===== src/rtl/hsfd_pkg.sv =====
`default_nettype none
package hsfd_pkg;

    localparam logic [7:0] CRC_POLY = 8'h31;
    localparam logic [7:0] CRC_INIT = 8'hFF;

    localparam logic [2:0] POS_TEMP_MSB = 3'd0;
    localparam logic [2:0] POS_TEMP_LSB = 3'd1;
    localparam logic [2:0] POS_TEMP_CRC = 3'd2;
    localparam logic [2:0] POS_HUM_MSB  = 3'd3;
    localparam logic [2:0] POS_HUM_LSB  = 3'd4;
    localparam logic [2:0] POS_HUM_CRC  = 3'd5;

    localparam int QUEUE_DEPTH = 2;

    localparam logic [14:0] TEMP_SCALE  = 15'd17500;
    localparam logic [13:0] HUM_SCALE   = 14'd10000;
    localparam logic [14:0] TEMP_OFFSET = 15'd4500;
    localparam logic [16:0] FULL_SCALE  = 17'd65535;

    typedef enum logic [1:0] {
        STATUS_OK       = 2'd0,
        STATUS_TEMP_CRC = 2'd1,
        STATUS_HUM_CRC  = 2'd2
    } status_t;

    typedef struct packed {
        logic [15:0] temp_raw;
        logic [15:0] hum_raw;
        logic        temp_good;
        logic        hum_good;
    } frame_t;

    typedef struct packed {
        logic full;
        logic empty;
    } queue_status_t;

    function automatic logic [7:0] crc8_update(input logic [7:0] crc, input logic [7:0] data);
        logic [7:0] c;
        c = crc ^ data;
        for (int i = 0; i < 8; i++) begin
            if (c[7])
                c = {c[6:0], 1'b0} ^ CRC_POLY;
            else
                c = {c[6:0], 1'b0};
        end
        return c;
    endfunction

endpackage
`default_nettype wire


===== src/rtl/hsfd_front.sv =====
`default_nettype none
module hsfd_front (
    input  wire logic            clk,
    input  wire logic            rst_n,
    input  wire logic            accept,
    input  wire logic [7:0]      data_byte,
    input  wire logic            frame_start,
    output logic                 push,
    output hsfd_pkg::frame_t     frame
);
    import hsfd_pkg::*;

    logic [2:0]  pos_reg, pos_next;
    logic [7:0]  crc_reg, crc_next;
    logic [15:0] temp_raw_reg, temp_raw_next;
    logic [15:0] hum_raw_reg, hum_raw_next;
    logic        temp_good_reg, temp_good_next;
    logic [2:0]  pos;

    always_comb
    begin
        pos            = (frame_start || pos_reg > POS_HUM_CRC) ? POS_TEMP_MSB : pos_reg;
        pos_next       = pos_reg;
        crc_next       = crc_reg;
        temp_raw_next  = temp_raw_reg;
        hum_raw_next   = hum_raw_reg;
        temp_good_next = temp_good_reg;
        push           = 1'b0;
        frame.temp_raw  = temp_raw_reg;
        frame.hum_raw   = hum_raw_reg;
        frame.temp_good = temp_good_reg;
        frame.hum_good  = (data_byte == crc_reg);
        if (accept)
        begin
            pos_next = pos + 3'd1;
            case (pos)
                POS_TEMP_MSB:
                begin
                    crc_next      = crc8_update(CRC_INIT, data_byte);
                    temp_raw_next = {data_byte, 8'h00};
                end
                POS_TEMP_LSB:
                begin
                    crc_next      = crc8_update(crc_reg, data_byte);
                    temp_raw_next = {temp_raw_reg[15:8], data_byte};
                end
                POS_TEMP_CRC:
                begin
                    temp_good_next = (data_byte == crc_reg);
                    crc_next       = CRC_INIT;
                end
                POS_HUM_MSB:
                begin
                    crc_next     = crc8_update(CRC_INIT, data_byte);
                    hum_raw_next = {data_byte, 8'h00};
                end
                POS_HUM_LSB:
                begin
                    crc_next     = crc8_update(crc_reg, data_byte);
                    hum_raw_next = {hum_raw_reg[15:8], data_byte};
                end
                default:
                begin
                    crc_next = CRC_INIT;
                    pos_next = POS_TEMP_MSB;
                    push     = 1'b1;
                end
            endcase
        end
    end

    always_ff @(posedge clk or negedge rst_n)
    begin
        if (!rst_n)
        begin
            pos_reg       <= POS_TEMP_MSB;
            crc_reg       <= CRC_INIT;
            temp_raw_reg  <= '0;
            hum_raw_reg   <= '0;
            temp_good_reg <= 1'b0;
        end
        else
        begin
            pos_reg       <= pos_next;
            crc_reg       <= crc_next;
            temp_raw_reg  <= temp_raw_next;
            hum_raw_reg   <= hum_raw_next;
            temp_good_reg <= temp_good_next;
        end
    end

endmodule
`default_nettype wire


===== src/rtl/hsfd_queue.sv =====
`default_nettype none
module hsfd_queue (
    input  wire logic                 clk,
    input  wire logic                 rst_n,
    input  wire logic                 push,
    input  wire hsfd_pkg::frame_t     push_data,
    input  wire logic                 pop,
    output hsfd_pkg::frame_t          pop_data,
    output hsfd_pkg::queue_status_t   qstat
);
    import hsfd_pkg::*;

    localparam int PTR_W = (QUEUE_DEPTH > 1) ? $clog2(QUEUE_DEPTH) : 1;
    localparam int CNT_W = $clog2(QUEUE_DEPTH + 1);

    frame_t             mem_reg [QUEUE_DEPTH];
    logic [PTR_W-1:0]   wr_ptr_reg, wr_ptr_next;
    logic [PTR_W-1:0]   rd_ptr_reg, rd_ptr_next;
    logic [CNT_W-1:0]   count_reg, count_next;
    logic               do_push, do_pop;

    function automatic logic [PTR_W-1:0] ptr_inc(input logic [PTR_W-1:0] p);
        if (p == PTR_W'(QUEUE_DEPTH - 1))
            return '0;
        return p + PTR_W'(1);
    endfunction

    assign qstat.full  = (count_reg == CNT_W'(QUEUE_DEPTH));
    assign qstat.empty = (count_reg == '0);
    assign do_push     = push && !qstat.full;
    assign do_pop      = pop && !qstat.empty;
    assign pop_data    = mem_reg[rd_ptr_reg];

    always_comb
    begin
        wr_ptr_next = do_push ? ptr_inc(wr_ptr_reg) : wr_ptr_reg;
        rd_ptr_next = do_pop ? ptr_inc(rd_ptr_reg) : rd_ptr_reg;
        count_next  = count_reg;
        if (do_push && !do_pop)
            count_next = count_reg + CNT_W'(1);
        else if (do_pop && !do_push)
            count_next = count_reg - CNT_W'(1);
    end

    always_ff @(posedge clk)
    begin
        if (do_push)
            mem_reg[wr_ptr_reg] <= push_data;
    end

    always_ff @(posedge clk or negedge rst_n)
    begin
        if (!rst_n)
        begin
            wr_ptr_reg <= '0;
            rd_ptr_reg <= '0;
            count_reg  <= '0;
        end
        else
        begin
            wr_ptr_reg <= wr_ptr_next;
            rd_ptr_reg <= rd_ptr_next;
            count_reg  <= count_next;
        end
    end

endmodule
`default_nettype wire


===== src/rtl/hsfd_back.sv =====
`default_nettype none
module hsfd_back (
    input  wire logic                 clk,
    input  wire logic                 rst_n,
    input  wire logic                 queue_empty,
    input  wire hsfd_pkg::frame_t     frame,
    output logic                      pop,
    output logic                      result_valid,
    input  wire logic                 result_stall,
    output logic signed [14:0]        temperature_centi,
    output logic [13:0]               humidity_centi,
    output logic [1:0]                status
);
    import hsfd_pkg::*;

    logic        s1_valid_reg;
    logic [30:0] temp_prod_reg;
    logic [29:0] hum_prod_reg;
    logic        temp_good_reg;
    logic        hum_good_reg;
    logic        out_valid_reg;
    logic [14:0] temp_reg, temp_next;
    logic [13:0] hum_reg, hum_next;
    status_t     status_reg, status_next;
    logic        out_advance, s1_load;
    logic [14:0] temp_q0, temp_q;
    logic [16:0] temp_rem;
    logic [13:0] hum_q0, hum_q;
    logic [16:0] hum_rem;

    assign out_advance = !out_valid_reg || !result_stall;
    assign s1_load     = !s1_valid_reg || out_advance;
    assign pop         = s1_load && !queue_empty;

    // divide by 65535: x = q0*65535 + (lo + q0), one correction step
    always_comb
    begin
        temp_q0  = temp_prod_reg[30:16];
        temp_rem = {1'b0, temp_prod_reg[15:0]} + {2'b00, temp_q0};
        temp_q   = temp_q0 + 15'((temp_rem >= FULL_SCALE) ? 1 : 0);
        hum_q0   = hum_prod_reg[29:16];
        hum_rem  = {1'b0, hum_prod_reg[15:0]} + {3'b000, hum_q0};
        hum_q    = hum_q0 + 14'((hum_rem >= FULL_SCALE) ? 1 : 0);
        if (!temp_good_reg)
        begin
            status_next = STATUS_TEMP_CRC;
            temp_next   = '0;
            hum_next    = '0;
        end
        else if (!hum_good_reg)
        begin
            status_next = STATUS_HUM_CRC;
            temp_next   = temp_q - TEMP_OFFSET;
            hum_next    = '0;
        end
        else
        begin
            status_next = STATUS_OK;
            temp_next   = temp_q - TEMP_OFFSET;
            hum_next    = hum_q;
        end
    end

    always_ff @(posedge clk)
    begin
        if (pop)
        begin
            temp_prod_reg <= 31'(frame.temp_raw * TEMP_SCALE);
            hum_prod_reg  <= 30'(frame.hum_raw * HUM_SCALE);
            temp_good_reg <= frame.temp_good;
            hum_good_reg  <= frame.hum_good;
        end
        if (out_advance && s1_valid_reg)
        begin
            temp_reg   <= temp_next;
            hum_reg    <= hum_next;
            status_reg <= status_next;
        end
    end

    always_ff @(posedge clk or negedge rst_n)
    begin
        if (!rst_n)
        begin
            s1_valid_reg  <= 1'b0;
            out_valid_reg <= 1'b0;
        end
        else
        begin
            if (s1_load)
                s1_valid_reg <= !queue_empty;
            if (out_advance)
                out_valid_reg <= s1_valid_reg;
        end
    end

    assign result_valid      = out_valid_reg;
    assign temperature_centi = signed'(temp_reg);
    assign humidity_centi    = hum_reg;
    assign status            = status_reg;

endmodule
`default_nettype wire


===== src/rtl/humidity_sensor_frame_decoder_unit.sv =====
// temperature and humidity frame decoder
// byte channel: byte_valid / byte_stall carry data_byte and frame_start, one
//   response byte per item; frame_start marks byte 0 and restarts the frame
// result channel: result_valid / result_stall carry temperature_centi,
//   humidity_centi and status, one item per six-byte frame
// throughput: one byte per cycle unless stalled; the crc updates per byte
// path: after the sixth byte is accepted the frame passes through the frame
//   queue, multiply stage, divide-by-65535 and output register
// the front pushes each finished frame into a two-entry queue; byte_stall
//   rises only while that queue is full
// when result_stall is high the output register holds, the back pipeline
//   fills, then the queue fills and bytes are stalled
// reset: frame position to byte 0, crc to 0xff, queue and pipeline empty
`default_nettype none
module humidity_sensor_frame_decoder_unit (
    input  wire logic                clk,
    input  wire logic                rst_n,
    input  wire logic                byte_valid,
    output logic                     byte_stall,
    input  wire logic [7:0]          data_byte,
    input  wire logic                frame_start,
    output logic                     result_valid,
    input  wire logic                result_stall,
    output logic signed [14:0]       temperature_centi,
    output logic [13:0]              humidity_centi,
    output logic [1:0]               status
);
    import hsfd_pkg::*;

    logic          accept;
    logic          push;
    logic          pop;
    frame_t        push_frame;
    frame_t        pop_frame;
    queue_status_t qstat;

    assign byte_stall = qstat.full;
    assign accept     = byte_valid && !qstat.full;

    hsfd_front u_front (
        .clk         (clk),
        .rst_n       (rst_n),
        .accept      (accept),
        .data_byte   (data_byte),
        .frame_start (frame_start),
        .push        (push),
        .frame       (push_frame)
    );

    hsfd_queue u_queue (
        .clk       (clk),
        .rst_n     (rst_n),
        .push      (push),
        .push_data (push_frame),
        .pop       (pop),
        .pop_data  (pop_frame),
        .qstat     (qstat)
    );

    hsfd_back u_back (
        .clk               (clk),
        .rst_n             (rst_n),
        .queue_empty       (qstat.empty),
        .frame             (pop_frame),
        .pop               (pop),
        .result_valid      (result_valid),
        .result_stall      (result_stall),
        .temperature_centi (temperature_centi),
        .humidity_centi    (humidity_centi),
        .status            (status)
    );

endmodule
`default_nettype wire

===== config.mk =====
export PLATFORM = sky130hd
export DESIGN_NAME = humidity_sensor_frame_decoder_unit
export DESIGN_NICKNAME = d
export VERILOG_FILES = /design/src/rtl/hsfd_pkg.sv /design/src/rtl/hsfd_front.sv /design/src/rtl/hsfd_queue.sv /design/src/rtl/hsfd_back.sv /design/src/rtl/humidity_sensor_frame_decoder_unit.sv
export SDC_FILE = /design/constraint.sdc
export NUM_CORES = 1
export LEC_CHECK = 0
export BUFFER_PORTS_ARGS = -buffer_cell sky130_fd_sc_hd__buf_4
export CAP_MARGIN = 20
export CORE_ASPECT_RATIO = 0.75
export CORE_MARGIN = 3
export CORE_UTILIZATION = 69
export DETAILED_ROUTE_END_ITERATION = 16
export PLACE_DENSITY = 0.95
export RECOVER_POWER = 25
export SYNTH_ARGS = -nofsm -noshare
export SYNTH_HDL_FRONTEND = slang
export SYNTH_SLANG_ARGS = --single-unit

===== constraint.sdc =====
create_clock -name clk -period 10.3 [get_ports clk]
set_input_delay 0.515 -clock clk [delete_from_list [all_inputs] [get_ports clk]]
set_output_delay 0.515 -clock clk [all_outputs]
set_load 0.01 [all_outputs]

== Yosys cells after proc, flatten, opt, wreduce, memory -nomap -nowiden ==
Memory sizes are Yosys's and may differ from the RTL's.
Index checks and enable logic that the tools add are counted.
Cells by class
  multiplexer cells: 106
  multipliers: 2
  $add $sub $neg: 10
  reduce and logical (&&, ||, !) cells: 29
  bitwise gates (word level): 34
  equality and inequality tests: 6
  magnitude comparators: 3
Operators with widths (count)
  8-bit two-way mux: 56
  6-bit two-way mux: 30
  3-bit inverter: 30
  16-bit case mux with 2 select lines: 2
  17-bit by 16-bit greater-or-equal comparator with 1-bit output (second input constant): 2
  8-bit case mux with 4 select lines: 1
  16-bit by 13-bit multiplier with 29-bit output (second input constant): 1
  16-bit by 10-bit multiplier with 26-bit output (second input constant): 1
  16-bit by 14-bit adder with 17-bit output: 1
  16-bit by 15-bit adder with 17-bit output: 1
  15-bit adder: 1
  15-bit by 13-bit subtractor with 15-bit output (second input constant): 1
  14-bit adder: 1
  1-bit two-way mux: 12
  8-bit == test: 1
  8-bit inverter: 1
  2-bit AND reduction: 4
  8-bit XOR: 1
  1-bit logical AND: 7
  1-bit zero test: 7
  3-bit by 2-bit == test with 1-bit output (second input constant): 2
  2-bit two-way mux: 3
  3-bit two-way mux: 2
  3-bit AND reduction: 2
  14 further kinds: 20
Storage, ports and cells
  output and inout bits: 33
  word-level logic and storage cells: 210
  memories kept: 1
  bits in registers: 138
  memory bits (writable): 68
Memories
  u_queue.mem_reg: words 2, width 34, read ports 1, clocked after memory_dff 0, wr ports 1, RTL line hsfd_queue.sv:16  | frame_t mem_reg [QUEUE_DEPTH];

== Logic depth before layout (Yosys ltp) ==
  depth after elaboration: 33
  depth in mapped cells: 21

== Modules after synthesis ==
A second synthesis with hierarchy kept.
Unflattened totals
  cell total of the unflattened synthesis: 1324
  area total of the unflattened synthesis: 15517.4 um^2
Modules (own cells, without submodules)
  hsfd_back: seq. area each 2692.6 um^2, cells an instance 994, times used 1, area each 10164.7 um^2
  hsfd_queue: seq. area each 2142.1 um^2, cells an instance 125, times used 1, area each 2801.4 um^2
  hsfd_front: seq. area each 1111.1 um^2, cells an instance 204, times used 1, area each 2537.4 um^2
  humidity_sensor_frame_decoder_unit: seq. area each 0.0 um^2, cells an instance 1, times used 1, area each 13.8 um^2

== Worst setup path after synthesis ==
Ideal clock, no wire load.
  path type: register to register
  start: reg u_queue.rd_ptr_reg
  end: reg u_back.hum_prod_reg[29] (data pin)
  required time: 10036 ps
  cell stages (with the launch flop): 20
  path slack: 4735 ps
  data arrival time: 5301 ps
  setup time: 264 ps
  period minus slack after synthesis: 5565 ps
  cells stage by stage: dfrtp_1 -> clkbuf_1 -> clkbuf_1 -> mux2i_1 -> inv_1 -> fa_1 -> ha_1 -> fa_1 -> ha_1 -> inv_1 -> fa_1 -> inv_1 -> ha_1 -> and3_1 -> and3_1 -> a211oi_1 -> a21oi_1 -> a21oi_1 -> a31oi_1 -> xor2_1
On the way
  word-level cells in the longest chain between the ends: 2
Ends and longest elaborated chain
  start: declaration: RTL line hsfd_queue.sv:18  | logic [PTR_W-1:0] rd_ptr_reg, rd_ptr_next;
  start signal: assignment: RTL line hsfd_queue.sv:62  | rd_ptr_reg <= rd_ptr_next;
  memory 2 x 34 bit
  16-bit by 10-bit multiplier with 26-bit output: RTL line hsfd_back.sv:69  | hum_prod_reg <= 30'(frame.hum_raw * HUM_SCALE);
  end signal: assignment: RTL line hsfd_back.sv:69
  end: declaration: RTL line hsfd_back.sv:18  | logic [29:0] hum_prod_reg;
No other way between the ends.
A chain may end at the register's enable or synchronous reset.

== Final worst setup path ==
  start: reg u_queue.rd_ptr_reg
  end: reg u_back.temp_prod_reg[24] (data pin)
On the way
  word-level cells in the longest chain between the ends: 2
Ends and longest elaborated chain
  memory 2 x 34 bit
  16-bit by 13-bit multiplier with 29-bit output: RTL line hsfd_back.sv:68  | temp_prod_reg <= 31'(frame.temp_raw * TEMP_SCALE);
  end signal: assignment: RTL line hsfd_back.sv:68
  end: declaration: RTL line hsfd_back.sv:17  | logic [30:0] temp_prod_reg;
No other way between the ends.

==> flow_metrics.py <==
metrics = {
    "place": {
        "hpwl_mm": 25.0,
        "routabilityCongestion": 0.932,
        "io_buffers": 45,
        "dp_cells": 1672,
    },
    "run_status": {
        "violations": "capacitance limit, slew limit",
        "status": "complete, but fails checks",
    },
    "global_route": {
        "grt_pass1_wl_mm": 55.3,
        "grt_antenna_before_repair": 0,
        "grt_max_degree": 58,
        "grt.overflow.total": 0,
        "grt_pass1_vias": 10734,
        "track_usage_pct": 29.3,
    },
    "worst_setup_path": {
        "end_kind": "flip-flop",
        "worstSetupPathType": "reg2reg",
        "critical_path_arrival_ns": 6.36,
        "crit_fanout": 28,
        "cp-start-kind": "flip-flop",
        "cp.required_ns": 10.53,
    },
    "sta": {
        "fin_crit_sh_pct": 59.5,
        "hold_viol_final": 0,
        "setup_tns_ns": 0,
        "fin_worst_skew_ns": 0.0193,
        "worstMarginPinSlew_ns": 2.61,
        "setup_viol": 0,
        "rsz0062_at_grt": "false",
        "slew_violations": 51,
        "relSlewSlack_pct": -74.0,
        "fin_crit_ns": 6.13,
        "fmaxAchievable_mhz": 163,
    },
    "clock_network": {
        "cts.sinks": 206,
        "numCtsBuffers": 21,
        "cts.htree.levels": 1,
        "cts_tree": "yes",
        "ctsResizeCount": 0,
        "clk_latency_ns": 0.50,
        "cts_max_path_buffers": 3,
        "root_buffer": "clkbuf_16",
        "cts_setup_buffers": 0,
        "cts_hold_buf": 0,
        "cts.clk_slew.worst_paths_ns": 0.06,
    },
    "routing": {
        "drt-met1-wl_mm": 14.5,
        "num_vias": 10647,
        "detailroute.wirelength.met3_mm": 2.42,
        "drc": 0,
        "first_pass_iters": 6,
        "dr.max_layer_used": "met4",
        "dr_wl_met2_mm": 16.2,
        "ant_nets": 0,
        "viasPerCell": 6.23,
        "wl_mm": 34.3,
        "wl_per_cell_microns": 20.1,
        "drtIter0Drc": 1241,
    },
    "logic_synthesis": {
        "syn-cell-area_sq_mm": 0.0153,
        "synth-seq-area-share_pct": 39.0,
        "synth_area_leaders": "edfxtp_1, ha_1, fa_1",
        "ys_ff_latch": 206,
        "async_reset_ff_share_pct": 24.3,
        "yosys.area.top_type": "edfxtp_1",
        "avgSynthCellArea_sq_um": 11.3,
        "synth_top_cell_area_share_pct": 30.7,
        "synthesis.nets": 1651,
        "synth_top_flop_cell": "edfxtp_1",
        "synth_cell_types": 71,
        "yosys_warnings": 0,
        "syn-instance-count": 1355,
        "synth_edf_count": 156,
    },
    "die": {
        "fp.coreArea_sq_mm": 0.0214,
        "die_area_sq_mm": 0.0240,
        "ioPinCount": 46,
        "die_y_microns": 135,
        "die_w_microns": 178,
        "initial_core_util_pct": 71.3,
        "rows": 46,
    },
    "final_layout": {
        "layout_common_cells": "inv_1, ha_1, edfxtp_1, fa_1, nor2_1",
        "final_common_cell": "inv_1",
        "layoutNonFillerInstCount": 1710,
        "nNetsFinal": 1705,
        "area_growth_pct": 9.15,
        "drive_above_1_share_pct": 9.42,
        "antenna_cells": 0,
        "largest_register_ffs": 68,
        "fill_cells": 1247,
    },
    "job": {
        "maxCapViolCount": 1,
    },
    "min_path": {
        "worstHoldPathType": "in2reg",
    },
}
-- cell usage after synthesis, types with 20 or more instances --
master,n
inv_1,225
ha_1,201
edfxtp_1,156
fa_1,82
nor2_1,70
xnor2_1,61
a21oi_1,52
dfrtp_1,42
nand2_1,37
xor2_1,37
o21ai_0,34
mux2_2,33
nand3_1,28
nor3_1,26
a21o_1,22
mux2i_1,20
-- area by class of cell --
| type | count | area [sq um] | share of cell area [%] |
|---|---|---|---|
| Inverter | 225 | 845 | 5.07 |
| Timing Repair Buffer | 50 | 397 | 2.38 |
| Multi-Input combinational cell | 905 | 8400 | 50.5 |
| Clock buffer | 28 | 562 | 3.37 |
| Sequential cell | 206 | 5950 | 35.7 |
| Tap cell | 288 | 360 | 2.16 |
| Clock inverter | 8 | 141 | 0.849 |
-- final timing paths --
path	from	endpoint	slack [ns]	cells after the start
worst min register to register	u_front.temp_raw_reg[15]	u_queue.mem_reg[0][33]	0.47	0
min in group asynchronous	rst_n	u_front.temp_raw_reg[13]	0.84	1
max in group asynchronous	rst_n	u_front.hum_raw_reg[3]	7.97	1
worst max-delay path	u_queue.rd_ptr_reg	u_back.temp_prod_reg[24]	4.17	20
worst max register to register	u_queue.rd_ptr_reg	u_back.temp_prod_reg[24]	4.17	20
worst min-delay path	result_stall	u_back.result_valid	0.29	2
-- cell families (layout without fill, tap and decap cells) --
| kind of cell | after synthesis | count (layout) | synth area share (%) |
|---|---|---|---|
| buffers and inverters | 244 | 311 | 6.06 |
| adder cells (fa/ha/maj) | 283 | 283 | 27.2 |
| multiplexers | 53 | 53 | 3.75 |
| AND/OR/NAND/NOR | 238 | 238 | 7.77 |
| AO/OA/AOI/OAI | 233 | 233 | 10.6 |
| flip-flops | 206 | 206 | 39.0 |
| XOR/XNOR | 98 | 98 | 5.63 |
-- through the flow --
stage	hold slack [ns]	area, sq um	utilization, %	setup slack, ns
after floorplan	0.219	15300	-	4.74
after global placement	0.446	15900	74.3	4.55
after detailed placement	0.456	15900	74.3	4.31
after CTS	0.0503	16600	77.6	4.24
after global routing	0.276	16700	77.8	3.84
final	0.286	16700	77.8	4.17
-- worst max-delay path, stage by stage, from the launching register on --
cell       delay (ns)
dfrtp_1          0.60
buf_4            0.48
mux2i_1          0.37
inv_1            0.21
ha_1             0.32
inv_1            0.05
fa_1             0.49
inv_1            0.04
ha_1             0.30
fa_1             0.48
inv_1            0.05
fa_1             0.55
inv_1            0.06
ha_1             0.39
a21o_1           0.24
a21oi_1          0.21
o21ai_1          0.15
o2bb2ai_1        0.15
a311oi_1         0.37
o21ai_1          0.16
xor2_1           0.18
-- layer usage --
layer	up-vias	global-route usage (%)
li1	4846	-
met1	5143	40.8
met2	539	48.4
met3	119	4.02
met4	0	9.20
met5	-	0
Power is not shown: default switching activity piles up to over one toggle a cycle in this logic, so the estimate is an artifact.
